`src/hw/rtl/sfsp_pkg.sv`:
```
// ----------------------------------------------------------------------------
// sfsp_pkg: shared definitions for the serial frame to servo PWM block
// Event codes, register indexes, field widths and the command scaling.
// ----------------------------------------------------------------------------
package sfsp_pkg;

	localparam int OP_W    = 2;
	localparam int BYTE_W  = 8;
	localparam int BASE_W  = 10;
	localparam int PER_W   = 12;
	localparam int LIM_W   = 4;
	localparam int WIDTH_W = 11;
	localparam int CFG_IDX_W  = 2;
	localparam int CFG_DATA_W = 12;

	// Event codes
	localparam logic [OP_W-1:0] OP_BYTE     = 2'd0;
	localparam logic [OP_W-1:0] OP_PWM_TICK = 2'd1;
	localparam logic [OP_W-1:0] OP_FAILSAFE = 2'd2;

	// Configuration register indexes
	localparam logic [CFG_IDX_W-1:0] REG_PULSE_BASE     = 2'd0;
	localparam logic [CFG_IDX_W-1:0] REG_PULSE_CENTER   = 2'd1;
	localparam logic [CFG_IDX_W-1:0] REG_PERIOD_TICKS   = 2'd2;
	localparam logic [CFG_IDX_W-1:0] REG_FAILSAFE_LIMIT = 2'd3;

	localparam logic [BASE_W-1:0] PULSE_BASE_RST     = 10'd100;
	localparam logic [BASE_W-1:0] PULSE_CENTER_RST   = 10'd150;
	localparam logic [PER_W-1:0]  PERIOD_TICKS_RST   = 12'd1000;
	localparam logic [LIM_W-1:0]  FAILSAFE_LIMIT_RST = 4'd5;
	localparam logic [WIDTH_W-1:0] WIDTH_RST         = 11'd150;
	localparam logic [LIM_W-1:0]  SILENCE_MAX        = 4'd15;

	localparam logic [BYTE_W-1:0] SYNC_A = 8'hFF;
	localparam logic [BYTE_W-1:0] SYNC_B = 8'hFE;
	localparam logic [BYTE_W-1:0] SYNC_C = 8'hFD;

	localparam logic [10:0] CMD_MAX  = 11'd2047;
	localparam logic [6:0]  CMD_SPAN = 7'd100;

	// base + floor(min(v, 2047) * 100 / 2047). The quotient by 2047 comes from
	// a shift by 11 and one correction step, as x = q0*2047 + (q0 + x mod 2048).
	function automatic logic [WIDTH_W-1:0] cmd_to_width(
		input logic [BYTE_W-1:0] hi,
		input logic [BYTE_W-1:0] lo,
		input logic [BASE_W-1:0] base
	);
		logic [15:0] v;
		logic [10:0] vc;
		logic [17:0] x;
		logic [6:0]  q0;
		logic [11:0] r;
		logic [6:0]  q;
		v  = {hi, lo};
		vc = (v > {5'd0, CMD_MAX}) ? CMD_MAX : v[10:0];
		x  = {7'd0, vc} * {11'd0, CMD_SPAN};
		q0 = x[17:11];
		r  = {1'b0, x[10:0]} + {5'd0, q0};
		q  = (r >= {1'b0, CMD_MAX}) ? q0 + 7'd1 : q0;
		return {1'b0, base} + {4'd0, q};
	endfunction

endpackage

```
`src/hw/rtl/sfsp_item_if.sv`:
```
// ----------------------------------------------------------------------------
// sfsp_item_if: event channel
// Carries one event (kind and received byte) with a valid/ready handshake.
// ----------------------------------------------------------------------------
interface sfsp_item_if;
	logic                          valid;
	logic                          ready;
	logic [sfsp_pkg::OP_W-1:0]     op;
	logic [sfsp_pkg::BYTE_W-1:0]   rx_byte;

	modport source (output valid, output op, output rx_byte, input ready);
	modport sink   (input valid, input op, input rx_byte, output ready);
endinterface

```
`src/hw/rtl/sfsp_result_if.sv`:
```
// ----------------------------------------------------------------------------
// sfsp_result_if: result channel
// Carries the pin levels, frame flag and pending targets of one event.
// ----------------------------------------------------------------------------
interface sfsp_result_if;
	logic                           valid;
	logic                           ready;
	logic                           ch1_level;
	logic                           ch2_level;
	logic                           frame_accepted;
	logic [sfsp_pkg::WIDTH_W-1:0]   ch1_target;
	logic [sfsp_pkg::WIDTH_W-1:0]   ch2_target;

	modport source (output valid, output ch1_level, output ch2_level,
		output frame_accepted, output ch1_target, output ch2_target, input ready);
	modport sink   (input valid, input ch1_level, input ch2_level,
		input frame_accepted, input ch1_target, input ch2_target, output ready);
endinterface

```
`src/hw/rtl/sfsp_cfg_if.sv`:
```
// ----------------------------------------------------------------------------
// sfsp_cfg_if: configuration write channel
// Carries a register index and write data with a valid/ready handshake.
// ----------------------------------------------------------------------------
interface sfsp_cfg_if;
	logic                              valid;
	logic                              ready;
	logic [sfsp_pkg::CFG_IDX_W-1:0]    index;
	logic [sfsp_pkg::CFG_DATA_W-1:0]   data;

	modport source (output valid, output index, output data, input ready);
	modport sink   (input valid, input index, input data, output ready);
endinterface

```
`src/hw/rtl/serial_frame_to_servo_pwm.sv`:
```
// ----------------------------------------------------------------------------
// serial_frame_to_servo_pwm: serial frame decoder driving two servo channels
// The block takes one event per clock cycle unless the result side stalls it,
// and returns one result for each, through an input register and then a
// result register; the event logic and its state sit between the two, so a
// new event can enter each cycle when not stalled while the result register
// keeps the output side decoupled. Received bytes are searched for FF FE FD,
// a frame of FRAME_LEN bytes with an FD FE FF trailer sets the two channel
// targets, PWM ticks produce the pin levels and latch the targets at the end
// of each period, and failsafe ticks recentre the targets when frames stop.
// Configuration writes are always accepted and take effect at once.
// ----------------------------------------------------------------------------
module serial_frame_to_servo_pwm #(
	parameter int FRAME_LEN = 38
) (
	input  logic                 clk,
	input  logic                 arst_n,
	sfsp_item_if.sink            item,
	sfsp_result_if.source        result,
	sfsp_cfg_if.sink             cfg
);

	localparam int IDX_W = $clog2(FRAME_LEN + 1);
	localparam logic [IDX_W-1:0] IDX_FIRST    = IDX_W'(3);
	localparam logic [IDX_W-1:0] IDX_TRAIL_A  = IDX_W'(FRAME_LEN - 3);
	localparam logic [IDX_W-1:0] IDX_TRAIL_B  = IDX_W'(FRAME_LEN - 2);
	localparam logic [IDX_W-1:0] IDX_END      = IDX_W'(FRAME_LEN);

	// Configuration registers
	logic [sfsp_pkg::BASE_W-1:0]  pulse_base_q;
	logic [sfsp_pkg::BASE_W-1:0]  pulse_center_q;
	logic [sfsp_pkg::PER_W-1:0]   period_ticks_q;
	logic [sfsp_pkg::LIM_W-1:0]   failsafe_limit_q;

	// Input register
	logic                          valid_s1;
	logic [sfsp_pkg::OP_W-1:0]     op_s1;
	logic [sfsp_pkg::BYTE_W-1:0]   rx_byte_s1;

	// Result register
	logic                          valid_s2;
	logic                          ch1_level_s2;
	logic                          ch2_level_s2;
	logic                          frame_accepted_s2;
	logic [sfsp_pkg::WIDTH_W-1:0]  ch1_target_s2;
	logic [sfsp_pkg::WIDTH_W-1:0]  ch2_target_s2;

	// Event state
	logic                          in_frame_q, in_frame_n;
	logic [IDX_W-1:0]              byte_index_q, byte_index_n;
	logic [sfsp_pkg::BYTE_W-1:0]   recent_q [3];
	logic [sfsp_pkg::BYTE_W-1:0]   payload_q [4];
	logic [1:0]                    trailer_q, trailer_n;
	logic [sfsp_pkg::WIDTH_W-1:0]  target1_q, target1_n, target2_q, target2_n;
	logic [sfsp_pkg::WIDTH_W-1:0]  active1_q, active1_n, active2_q, active2_n;
	logic [sfsp_pkg::PER_W-1:0]    tick_q, tick_n;
	logic [sfsp_pkg::LIM_W-1:0]    silence_q, silence_n;

	logic                          advance;
	logic                          lv1, lv2, accepted;
	logic                          start, frame_on, shift_recent;
	logic [IDX_W-1:0]              idx_cur, idx_nxt;
	logic [3:0]                    payload_we;
	logic [sfsp_pkg::PER_W:0]      count;
	logic [sfsp_pkg::WIDTH_W-1:0]  cmd1_width, cmd2_width;

	assign advance     = valid_s1 && (!valid_s2 || result.ready);
	assign item.ready  = !valid_s1 || advance;
	assign cfg.ready   = 1'b1;

	assign result.valid          = valid_s2;
	assign result.ch1_level      = ch1_level_s2;
	assign result.ch2_level      = ch2_level_s2;
	assign result.frame_accepted = frame_accepted_s2;
	assign result.ch1_target     = ch1_target_s2;
	assign result.ch2_target     = ch2_target_s2;

	assign cmd1_width = sfsp_pkg::cmd_to_width(payload_q[0], payload_q[1], pulse_base_q);
	assign cmd2_width = sfsp_pkg::cmd_to_width(payload_q[2], payload_q[3], pulse_base_q);

	assign start    = !in_frame_q && recent_q[0] == sfsp_pkg::SYNC_C &&
		recent_q[1] == sfsp_pkg::SYNC_B && recent_q[2] == sfsp_pkg::SYNC_A;
	assign frame_on = in_frame_q || start;
	assign idx_cur  = start ? IDX_FIRST : byte_index_q;
	assign idx_nxt  = idx_cur + IDX_W'(1);
	assign count    = {1'b0, tick_q} + {{sfsp_pkg::PER_W{1'b0}}, 1'b1};

	always_comb begin
		in_frame_n   = in_frame_q;
		byte_index_n = byte_index_q;
		trailer_n    = trailer_q;
		target1_n    = target1_q;
		target2_n    = target2_q;
		active1_n    = active1_q;
		active2_n    = active2_q;
		tick_n       = tick_q;
		silence_n    = silence_q;
		payload_we   = 4'd0;
		shift_recent = 1'b0;
		lv1          = 1'b0;
		lv2          = 1'b0;
		accepted     = 1'b0;
		if (advance) begin
			case (op_s1)
				sfsp_pkg::OP_BYTE: begin
					shift_recent = 1'b1;
					if (frame_on) begin
						for (int i = 0; i < 4; i++) begin
							payload_we[i] = (idx_cur == IDX_FIRST + IDX_W'(i));
						end
						// The trailer count seen on the last byte is the one left by
						// the byte before, so it is taken from the register.
						if (start) begin
							trailer_n = 2'd0;
						end
						if (idx_cur == IDX_TRAIL_A) begin
							trailer_n = (rx_byte_s1 == sfsp_pkg::SYNC_C) ? 2'd1 : 2'd0;
						end else if (idx_cur == IDX_TRAIL_B) begin
							trailer_n = (trailer_q == 2'd1 && rx_byte_s1 == sfsp_pkg::SYNC_B) ?
								2'd2 : 2'd0;
						end
						byte_index_n = idx_nxt;
						in_frame_n   = 1'b1;
						if (idx_nxt == IDX_END) begin
							in_frame_n = 1'b0;
							trailer_n  = 2'd0;
							if (trailer_q == 2'd2 && rx_byte_s1 == sfsp_pkg::SYNC_A) begin
								accepted  = 1'b1;
								silence_n = '0;
								target1_n = cmd1_width;
								target2_n = cmd2_width;
							end
						end
					end
				end
				sfsp_pkg::OP_PWM_TICK: begin
					lv1 = count < {2'd0, active1_q};
					lv2 = count < {2'd0, active2_q};
					if (count >= {1'b0, period_ticks_q}) begin
						active1_n = target1_q;
						active2_n = target2_q;
						tick_n    = '0;
					end else begin
						tick_n = count[sfsp_pkg::PER_W-1:0];
					end
				end
				sfsp_pkg::OP_FAILSAFE: begin
					if (silence_q > failsafe_limit_q) begin
						target1_n = {1'b0, pulse_center_q};
						target2_n = {1'b0, pulse_center_q};
					end
					if (silence_q != sfsp_pkg::SILENCE_MAX) begin
						silence_n = silence_q + 4'd1;
					end
				end
				default: begin
				end
			endcase
		end
	end

	always_ff @(posedge clk or negedge arst_n) begin
		if (!arst_n) begin
			pulse_base_q     <= sfsp_pkg::PULSE_BASE_RST;
			pulse_center_q   <= sfsp_pkg::PULSE_CENTER_RST;
			period_ticks_q   <= sfsp_pkg::PERIOD_TICKS_RST;
			failsafe_limit_q <= sfsp_pkg::FAILSAFE_LIMIT_RST;
		end else if (cfg.valid) begin
			case (cfg.index)
				sfsp_pkg::REG_PULSE_BASE:     pulse_base_q     <= cfg.data[sfsp_pkg::BASE_W-1:0];
				sfsp_pkg::REG_PULSE_CENTER:   pulse_center_q   <= cfg.data[sfsp_pkg::BASE_W-1:0];
				sfsp_pkg::REG_PERIOD_TICKS:   period_ticks_q   <= cfg.data[sfsp_pkg::PER_W-1:0];
				sfsp_pkg::REG_FAILSAFE_LIMIT: failsafe_limit_q <= cfg.data[sfsp_pkg::LIM_W-1:0];
				default: begin
				end
			endcase
		end
	end

	always_ff @(posedge clk or negedge arst_n) begin
		if (!arst_n) begin
			valid_s1 <= 1'b0;
			valid_s2 <= 1'b0;
		end else begin
			if (item.ready) begin
				valid_s1 <= item.valid;
			end
			if (advance) begin
				valid_s2 <= 1'b1;
			end else if (result.ready) begin
				valid_s2 <= 1'b0;
			end
		end
	end

	always_ff @(posedge clk) begin
		if (item.ready && item.valid) begin
			op_s1      <= item.op;
			rx_byte_s1 <= item.rx_byte;
		end
		if (advance) begin
			ch1_level_s2      <= lv1;
			ch2_level_s2      <= lv2;
			frame_accepted_s2 <= accepted;
			ch1_target_s2     <= target1_n;
			ch2_target_s2     <= target2_n;
		end
		for (int i = 0; i < 4; i++) begin
			if (payload_we[i]) begin
				payload_q[i] <= rx_byte_s1;
			end
		end
	end

	always_ff @(posedge clk or negedge arst_n) begin
		if (!arst_n) begin
			in_frame_q   <= 1'b0;
			byte_index_q <= '0;
			recent_q[0]  <= '0;
			recent_q[1]  <= '0;
			recent_q[2]  <= '0;
			trailer_q    <= 2'd0;
			target1_q    <= sfsp_pkg::WIDTH_RST;
			target2_q    <= sfsp_pkg::WIDTH_RST;
			active1_q    <= sfsp_pkg::WIDTH_RST;
			active2_q    <= sfsp_pkg::WIDTH_RST;
			tick_q       <= '0;
			silence_q    <= '0;
		end else begin
			in_frame_q   <= in_frame_n;
			byte_index_q <= byte_index_n;
			trailer_q    <= trailer_n;
			target1_q    <= target1_n;
			target2_q    <= target2_n;
			active1_q    <= active1_n;
			active2_q    <= active2_n;
			tick_q       <= tick_n;
			silence_q    <= silence_n;
			if (shift_recent) begin
				recent_q[2] <= recent_q[1];
				recent_q[1] <= recent_q[0];
				recent_q[0] <= rx_byte_s1;
			end
		end
	end

endmodule
```
`src/flat_wrapper.sv`:
```
// flat-port wrapper written by rule: the top's interface ports become plain ports
module serial_frame_to_servo_pwm_flat 
#(
	parameter int FRAME_LEN = 38
)
  (clk, arst_n, item_valid, item_op, item_rx_byte, item_ready, result_valid, result_ch1_level, result_ch2_level, result_frame_accepted, result_ch1_target, result_ch2_target, result_ready, cfg_valid, cfg_index, cfg_data, cfg_ready);
  sfsp_item_if item_i ();
  sfsp_result_if result_i ();
  sfsp_cfg_if cfg_i ();
  input  logic clk;
  input  logic arst_n;
  input wire logic [$bits(item_i.valid)-1:0] item_valid;
  input wire logic [$bits(item_i.op)-1:0] item_op;
  input wire logic [$bits(item_i.rx_byte)-1:0] item_rx_byte;
  output wire logic [$bits(item_i.ready)-1:0] item_ready;
  output wire logic [$bits(result_i.valid)-1:0] result_valid;
  output wire logic [$bits(result_i.ch1_level)-1:0] result_ch1_level;
  output wire logic [$bits(result_i.ch2_level)-1:0] result_ch2_level;
  output wire logic [$bits(result_i.frame_accepted)-1:0] result_frame_accepted;
  output wire logic [$bits(result_i.ch1_target)-1:0] result_ch1_target;
  output wire logic [$bits(result_i.ch2_target)-1:0] result_ch2_target;
  input wire logic [$bits(result_i.ready)-1:0] result_ready;
  input wire logic [$bits(cfg_i.valid)-1:0] cfg_valid;
  input wire logic [$bits(cfg_i.index)-1:0] cfg_index;
  input wire logic [$bits(cfg_i.data)-1:0] cfg_data;
  output wire logic [$bits(cfg_i.ready)-1:0] cfg_ready;
  assign item_i.valid = item_valid;
  assign item_i.op = item_op;
  assign item_i.rx_byte = item_rx_byte;
  assign item_ready = item_i.ready;
  assign result_valid = result_i.valid;
  assign result_ch1_level = result_i.ch1_level;
  assign result_ch2_level = result_i.ch2_level;
  assign result_frame_accepted = result_i.frame_accepted;
  assign result_ch1_target = result_i.ch1_target;
  assign result_ch2_target = result_i.ch2_target;
  assign result_i.ready = result_ready;
  assign cfg_i.valid = cfg_valid;
  assign cfg_i.index = cfg_index;
  assign cfg_i.data = cfg_data;
  assign cfg_ready = cfg_i.ready;
  serial_frame_to_servo_pwm #(.FRAME_LEN(FRAME_LEN)) u_core (.clk(clk), .arst_n(arst_n), .item(item_i), .result(result_i), .cfg(cfg_i));
endmodule
```
`config.mk`:
```
export PLATFORM = sky130hd
export DESIGN_NAME = serial_frame_to_servo_pwm_flat
export DESIGN_NICKNAME = d
export VERILOG_FILES = /design/src/hw/rtl/sfsp_pkg.sv /design/src/hw/rtl/sfsp_item_if.sv /design/src/hw/rtl/sfsp_result_if.sv /design/src/hw/rtl/sfsp_cfg_if.sv /design/src/hw/rtl/serial_frame_to_servo_pwm.sv /design/src/flat_wrapper.sv
export SDC_FILE = /design/constraint.sdc
export NUM_CORES = 1
export LEC_CHECK = 0
export BUFFER_PORTS_ARGS = -buffer_cell sky130_fd_sc_hd__buf_2
export CAP_MARGIN = 40
export CORE_MARGIN = 2
export CORE_UTILIZATION = 63
export DETAILED_ROUTE_END_ITERATION = 7
export PLACE_DENSITY_LB_ADDON = 0.08
export SETUP_SLACK_MARGIN = 0.3
export SYNTH_ARGS = -nofsm -noshare
export SYNTH_HDL_FRONTEND = slang
export SYNTH_SLANG_ARGS = --single-unit
```
`constraint.sdc`:
```
create_clock -name clk -period 9.35 [get_ports clk]
set_input_delay 0.935 -clock clk [delete_from_list [all_inputs] [get_ports clk]]
set_output_delay 0.935 -clock clk [all_outputs]
set_load 0.02 [all_outputs]
```
# ---- Word-level counts from Yosys, hierarchy flattened
# Memory sizes are Yosys's and may differ from the RTL's.
# Index checks and enable logic that the tools add are counted.
dict set report op_classes {
  addsub 9
  n_mul 2
  magnitude_cmp 8
  eq_ne 25
  mux 55
  reduce_logical 31
}
# op n
set op_table {}
lappend op_table {{$mux W11} 12}
lappend op_table {{$eq A8 B8 Y1 const B} 6}
lappend op_table {{$pmux W11 S2} 2}
lappend op_table {{$gt A16 B11 Y1 const B} 2}
lappend op_table {{$mul A11 B5 Y16 const B} 2}
lappend op_table {{$mux W4} 7}
lappend op_table {{$lt A13 B11 Y1} 2}
lappend op_table {{$add A11 B7 Y12} 2}
lappend op_table {{$ge A12 B11 Y1 const B} 2}
lappend op_table {{$mux W8} 3}
lappend op_table {{$reduce_or A8 Y1} 3}
lappend op_table {{$add A10 B7 Y11} 2}
lappend op_table {{$eq A6 B3 Y1 const B} 3}
lappend op_table {{$eq A6 B6 Y1 const B} 3}
lappend op_table {{$mux W1} 18}
lappend op_table {{$mux W2} 8}
lappend op_table {{$add A7 B1 Y7 const B} 2}
lappend op_table {{$mux W7} 2}
lappend op_table {{$add A12 B1 Y13 const B} 1}
lappend op_table {{$ge A13 B12 Y1} 1}
lappend op_table {{$mux W12} 1}
lappend op_table {{$reduce_and A2 Y1} 5}
lappend op_table {{$reduce_and A3 Y1} 3}
lappend op_table {{$eq A2 B2 Y1 const B} 4}
lappend op_table {{17 further kinds} 34}
dict set report word_totals {
  regBits 166
  mem_bits_rw 32
  input_bits 29
  output_inout_bits 28
  word_cells 156
  memories 1
}
# name depth width read_ports rd_clocked_by_memory_dff write_ports line_no
set mem_list {}
lappend mem_list {u_core.payload_q 4 8 4 0 1 serial_frame_to_servo_pwm.sv:52} ;# logic [sfsp_pkg::BYTE_W-1:0] payload_q [4];

# ---- Depth between registers and ports, before layout
# Gate-level depths: netlist (run 1).
dict set report logic_depth {
  depth_word 15
  mapped_depth 41
}

# ---- Least setup slack after synthesis (run 1)
# OpenSTA, ideal clock, no wires.
dict set report synth_path {
  path_type {register to register}
  start {memory u_core.payload_q[0][7] (netlist name)}
  end {register u_core.ch1_target_s2, in the netlist u_core.result.ch1_target[9], data pin}
  setup_time_ps 272
  t_arrival_ps 7830
  setup_slack_ps 1248
  path_stages_with_launch 38
  path_buffers 1
  path_cell_list {edfxtp_1 nor4_2 and2b_1 clkbuf_1 nand2b_1 ha_1 ha_1 ha_1 xor2_1 ha_1 nor2b_1 o31a_1 o211a_1 or3_1 and3_1 nor2_1 ha_1 nor2_1 [... 2 more ...] a21oi_1 nand3_1 or4b_1 nand3_1 o211ai_1 a221oi_4 mux2_2 ha_1 a21o_1 a21oi_1 o21bai_1 a21oi_1 o21bai_1 a21oi_1 nor2_1 xor2_1 a22oi_1 o21ai_0}
}
# element line_no
set synth_rtl {}
lappend synth_rtl {{from (decl)} serial_frame_to_servo_pwm.sv:52}
lappend synth_rtl {{to (signal assigned)} serial_frame_to_servo_pwm.sv:205} ;# ch1_target_s2 <= target1_n;
lappend synth_rtl {{to (decl)} serial_frame_to_servo_pwm.sv:45} ;# logic [sfsp_pkg::WIDTH_W-1:0] ch1_target_s2;

==> impl_results.md, run 1 <==
* Critical Path Sink: u_core.result.ch2_target[8]$_DFFE_PP_
* Worst EP required at 9.55 ns
* Initial cell density of the core at 0.646
* CP max-delay cell: or4_1
* Largest net degree at the start of global routing at 61
* Initial antenna violation count at 0
* Clock transition at path regs at 0.09 ns
* Crit path launch type: flop
* Sequential-to-total area share from yosys stat at 0.423
* Slew @ Worst Pin at 0.927 ns
* Yosys top cell by area: dfrtp_1
* Slowest Stage Delay on Critical Path at 0.61 ns
* Synth unique cells at 76
* VDD IR-drop max at 0.156 mV
* Die outline height at 145 microns
* WL final at 28.6 mm
* Fillers at 1,460
* Clock skew at 0.0134 ns
* Port bufs at 55
* Arrival time worst endpoint at 8.73 ns
* Drt via density at 5.96
* Max-slew violations at 0
* Die X at 145 microns
* Post-synth top flop: dfrtp_1
* TritonCTS Sinks at 198
* Worst path top cell family by delay: compound AO/OA/AOI/OAI gates
* Power Total at 2.33 mW
* Period utilization at 0.912
* DRC Markers at 0
* Core area at 19,500 sq um
* N_diodes at 0
* Layout area overhead at 10.8%
* Reg2reg path depth at 37
* Final Hold Fails at 0
* Post-synth top area share at 0.198
* Fmax at 117 MHz
* TNS Setup at 0 ns
* Synth Register Bits at 198
* Routability cong. at 0.909
* Overflow after GRT at 0
* Reg2Reg Setup Slack at 0.82 ns
* # nets final at 1,452
* Detailed Route Iter0 Violations at 551
* Syn avg cell area at 10.4 sq um
* Routed Antenna Nets at 0
* Clock Latency Late Sink at 0.45 ns
* CTS tree: done
* Synthesized area at 12,600 sq um
* Root Driver: clkbuf_16
* Clock Path Buffers at 2
* CP endpoint kind: flop
* Worst Setup SP: u_core.payload_q[2][6]$_DFFE_PP_
* Via Count at 9,236
* Row cnt at 51
* Number of global-route vias before repair at 9,060
* Commonest non-fill, non-tap cell in the layout: ha_1
* Overall Global Routing Usage at 0.277
* RR Startpoint: u_core.payload_q[2][6]$_DFFE_PP_
* Top cells by area, synth: dfrtp_1 (20%), edfxtp_1 (16%), ha_1 (14%), dfstp_2 (6.5%), mux2_2 (5.8%)
* Top-Level Pins at 57
* Area after DPL at 13,200 sq um
* Slew margin rel. at 0.380
* Max-cap violations at 0
* Unrepaired setup endpoints after global routing: false
* Worst min path class: in -> async
* Post-synth EDFFs at 67
* Cells after Synth at 1,215
* Ys async rst share at 0.662
* Most used cell, CP: ha_1
* Finished layout cell area at 14,000 sq um
* Setup-failing EPs final at 0
* H-tree depth at 4
* Power per cell area at 167 nW/um^2
* Outcome: completed
* Layout cells sized above 1 at 0.177
* Commonest cells after routing, fill and taps aside: ha_1 (139), inv_1 (110), dfrtp_1 (100)
* CP Class: reg -> reg
* LEAKAGE at 6.30 nW
* Num CTS Buffers at 17
* Levels on crit path at 37
* Reg-to-reg endpoint: u_core.result.ch2_target[8]$_DFFE_PP_
* Placed wire-length estimate at 21.3 mm
* First-pass GRT wire length at 46.7 mm
* Worst-path fanout max at 18
* Die ar. at 21,200 sq um
* DRT Pass-1 Iters at 5
* WP buf/inv at 5
* Syn Nets at 1,396
* Synth warn at 0
* Final Critical Period at 8.53 ns
* WL per Instance at 18.5 microns
-- worst min-delay path by stage --
stage / startpoint / to / slack [ns] / depth (start not counted)
detailed placement: u_core.target2_q[7]$_DFF_PN1_ / u_core.active2_q[7]$_DFFE_PN1P_ / 0.47 / 2
global placement: u_core.trailer_q[1]$_DFFE_PN0P_ / u_core.trailer_q[1]$_DFFE_PN0P_ / 0.46 / 1
finish: arst_n / u_core.recent_q[6]$_DFFE_PN0P_ / 0.44 / 1
global route: arst_n / u_core.recent_q[6]$_DFFE_PN0P_ / 0.49 / 1
CTS: arst_n / u_core.recent_q[20]$_DFFE_PN0P_ / 0.47 / 1
floorplan: u_core.target2_q[7]$_DFF_PN1_ / u_core.active2_q[7]$_DFFE_PN1P_ / 0.45 / 2
-- logic make-up after synthesis --
| group | Yosys count | share of synthesized area |
|---|---|---|
| other cells | 1 | 0.000297 |
| xor+xnor | 65 | 0.0457 |
| mux | 78 | 0.0685 |
| buf+inv | 148 | 0.0444 |
| flops | 198 | 0.423 |
| fa+ha+maj | 153 | 0.159 |
| simple gates | 322 | 0.132 |
| compound gates | 250 | 0.128 |
-- where the power goes --
part,total (mW),internal [mW],switching (mW),leakage [nW]
combinational,0.387,0.183,0.204,3.79
sequential,1.13,1.04,0.0918,2.19
clock,0.816,0.425,0.391,0.324
-- Yosys cell counts, drive strengths merged (6+ instances only) --
| library cell | number |
|---|---|
| nand4 | 10 |
| or2 | 6 |
| xor2 | 22 |
| ha | 140 |
| mux2i | 12 |
| and3 | 17 |
| clkbuf | 32 |
| a21boi | 6 |
| nand3 | 27 |
| xnor2 | 43 |
| o21a | 12 |
| a21oi | 52 |
| or3 | 21 |
| dfstp | 31 |
| nor2 | 53 |
| dfrtp | 100 |
| nor2b | 10 |
| fa | 12 |
| nand2 | 93 |
| o22ai | 6 |
| o211ai | 8 |
| a22o | 11 |
| a21o | 19 |
| nor4 | 9 |
| nand3b | 9 |
| edfxtp | 67 |
| inv | 112 |
| and2 | 8 |
| o21bai | 14 |
| nor3 | 14 |
| mux2 | 66 |
| nand2b | 30 |
| o21ai | 81 |
-- layer usage --
metal  global-route usage  vias up  part of all wire
met3               0.0436       35             0.055
met4               0.0691        0             0.017
met2                0.442      279              0.46
met1                0.402     4486              0.47
li1                     -     4436                 -
met5                    0        -                 0
-- cell type report --
type	instances	area [sq um]	share of cell area
Timing Repair Buffer	72	429	0.0307
Multi-Input combinational cell	870	6800	0.487
Tap cell	265	332	0.0237
Clock inverter	15	238	0.0170
Sequential cell	198	5330	0.381
Inverter	112	420	0.0301
Clock buffer	17	425	0.0305
-- per-stage QoR --
step                hold WS (ns)  setup WS, ns  utilization  instances
floorplan                  0.445          1.25            -       1215
global placement           0.464         0.567        0.674       1508
detailed placement         0.470         0.194        0.675       1510
CTS                        0.467         0.321        0.709       1542
global route               0.492         0.278        0.715       1549
finish                     0.438         0.822        0.715       1549
-- flip-flops by register name (all words and copies together), names as in the netlist, 10 cells and up --
name                      cells
u_core.active2_q             11
u_core.target1_q             11
u_core.payload_q             32
u_core.tick_q                12
u_core.target2_q             11
u_core.recent_q              24
u_core.result.ch2_target     11
u_core.pulse_center_q        10
u_core.period_ticks_q        12
u_core.active1_q             11
u_core.pulse_base_q          10
u_core.result.ch1_target     11
-- timing repair --
item,CTS,global route
setup buffers,0,6
gates cloned,0,1
pin swaps,0,2
setup endpoints to repair,4,26
hold buffers,0,0
resized for setup,1,16
Note: power is estimated with default switching activity, not from simulation.
==> inputs of run 2 (changes only) <==
==> constraint.sdc (replaced) <==
create_clock -name clk -period 9.15 [get_ports clk]
set_input_delay 0.915 -clock clk [delete_from_list [all_inputs] [get_ports clk]]
set_output_delay 0.915 -clock clk [all_outputs]
set_load 0.02 [all_outputs]
==> run 2 against run 1 <==
- core utilization is 0.49 points higher
- clock skew is 0.0015 ns lower
- critical path depth is 5 higher
- fmax is 0.86% lower
- register-to-register slack worse by 0.27 ns
- non-clock buffer count is 8 higher
- setup slack worse by 0.27 ns
- die area stayed put
- via count is 1.4% higher
- final cell count is 0.52% higher
- first-iteration DRC count is 5.1% higher
- largest power group unchanged
- highest routed layer unchanged
==> impl_results.md, run 2 (synthesis results as in run 1) <==
* Initial cell density of the core at 0.646
* Outcome: completed
* Row cnt at 51
* Overall Global Routing Usage at 0.279
* Clock transition at path regs at 0.09 ns
* Initial antenna violation count at 0
* Detailed Route Iter0 Violations at 579
* Largest register FFs at 32
* TNS Setup at 0 ns
* Die outline height at 145 microns
* Port bufs at 55
* First-pass GRT wire length at 47.1 mm
* Layout cells sized above 1 at 0.193
* N_diodes at 0
* Commonest cells after routing, fill and taps aside: ha_1 (134), inv_1 (110), dfrtp_1 (100)
* Overflow after GRT at 0
* LEAKAGE at 6.33 nW
* Num CTS Buffers at 17
* Fillers at 1,466
* Slew @ Worst Pin at 0.920 ns
* Final Hold Fails at 0
* DRT Pass-1 Iters at 5
* Power per cell area at 167 nW/um^2
* Clock Latency Late Sink at 0.45 ns
* Finished layout cell area at 14,100 sq um
* Number of global-route vias before repair at 9,173
* Worst EP required at 9.33 ns
* Via Count at 9,363
* Final Critical Period at 8.60 ns
* Clock Path Buffers at 2
* TritonCTS Sinks at 198
* Area after DPL at 13,200 sq um
* Worst-path fanout max at 6
* Fmax at 116 MHz
* Slew margin rel. at 0.384
* Layout area overhead at 11.5%
* WL per Instance at 18.8 microns
* CP endpoint kind: flop
* Regs by FF count: u_core.payload_q (32), u_core.recent_q (24)
* CP max-delay cell: fa_1
* Largest net degree at the start of global routing at 68
* Clock skew at 0.0119 ns
* CP Class: reg -> reg
* # nets final at 1,460
* Period utilization at 0.940
* Routed Antenna Nets at 0
* Max-cap violations at 0
* Slowest Stage Delay on Critical Path at 0.53 ns
* WP buf/inv at 6
* Drt via density at 6.01
* Die ar. at 21,200 sq um
* Root Driver: clkbuf_16
* Commonest non-fill, non-tap cell in the layout: ha_1
* Routability cong. at 0.891
* H-tree depth at 4
* Max-slew violations at 0
* Arrival time worst endpoint at 8.78 ns
* Top-Level Pins at 57
* Unrepaired setup endpoints after global routing: false
* Crit path launch type: flop
* CTS tree: done
* Worst path top cell family by delay: simple AND/OR/NAND/NOR gates
* DRC Markers at 0
* Setup-failing EPs final at 0
* Placed wire-length estimate at 21.6 mm
* Top reg by flops: u_core.payload_q
* WL final at 29.3 mm
* Die X at 145 microns
* VDD IR-drop max at 0.160 mV
* Hold buffers post-CTS at 0
* Core area at 19,500 sq um
* Worst min path class: in -> async
## run 2: changes by cell type in the layout (fill, tap and decap cells not counted), moves of 2 or more
cell,before,now
buf_4,16,24
ha_1,139,134
ha_2,1,6
a21oi_1,49,45
a21oi_2,3,7
inv_8,6,3
bufinv_16,2,0
clkinv_8,3,5
## run 2: per-layer routing
| layer | vias to the layer above | track usage | wire (microns) |
|---|---|---|---|
| met3 | 57 | 0.0433 | 1650 |
| met1 | 4579 | 0.403 | 13500 |
| met4 | 0 | 0.0922 | 771 |
| met2 | 289 | 0.438 | 13300 |
| met5 | - | 0 | 0 |
| li1 | 4438 | - | - |
## run 2: final cells by class
cell class	count	area, sq um	area share
clock buffers	17	425	0.0302
clock inverters	15	209	0.0149
inverters	112	420	0.0299
multi-input cells	870	6860	0.488
flip-flops and latches	198	5330	0.379
well taps	265	332	0.0236
repair buffers	80	489	0.0348
## run 2: worst register-to-register path, delay by kind of cell (launching register included)
family | cells | cell delay (ns)
adders and majority gates | 6 | 2.06
DFF | 1 | 0.43
buffers and inverters | 6 | 0.71
and+or+nand+nor | 14 | 2.42
xor gates and xnor gates | 2 | 0.33
AOI/OAI and AO/OA | 14 | 2.40
## run 2: power breakdown
part	leakage [nW]	switching, mW	internal [mW]	total (mW)
clock network	0.303	0.405	0.382	0.788
registers	2.19	0.0964	1.06	1.15
logic	3.84	0.210	0.190	0.401
total	6.33	0.712	1.63	2.34
## run 2: path summary, 6_finish.rpt
check | startpoint | to | slack (ns) | depth (start not counted)
max | u_core.payload_q[0][4]$_DFFE_PP_ | u_core.result.ch1_target[9]$_DFFE_PP_ | 0.55 | 42
min in group clk | u_core.target2_q[7]$_DFF_PN1_ | u_core.active2_q[7]$_DFFE_PN1P_ | 0.47 | 2
max reg2reg | u_core.payload_q[0][4]$_DFFE_PP_ | u_core.result.ch1_target[9]$_DFFE_PP_ | 0.55 | 42
max in group asynchronous | arst_n | u_core.target1_q[1]$_DFF_PN1_ | 7.71 | 3
min | arst_n | u_core.recent_q[15]$_DFFE_PN0P_ | 0.39 | 1
min reg2reg | u_core.target2_q[7]$_DFF_PN1_ | u_core.active2_q[7]$_DFFE_PN1P_ | 0.47 | 2
## run 2: what timing repair did
action	in CTS	in global routing
resized for setup	0	32
setup buffers	0	13
endpoints found under the setup margin	0	27
## run 2: per-stage QoR
step                utilization  worst slack [ns]  power, mW  hold WS [ns]  instances
global placement          0.674             0.578       1.53         0.460       1509
detailed placement        0.675             0.370       1.55         0.465       1510
finish                    0.720             0.548       2.34         0.395       1557
floorplan                     -              1.05       1.42         0.445       1215
global route              0.720             0.141       2.44         0.436       1557
CTS                       0.708             0.328       2.34         0.407       1542
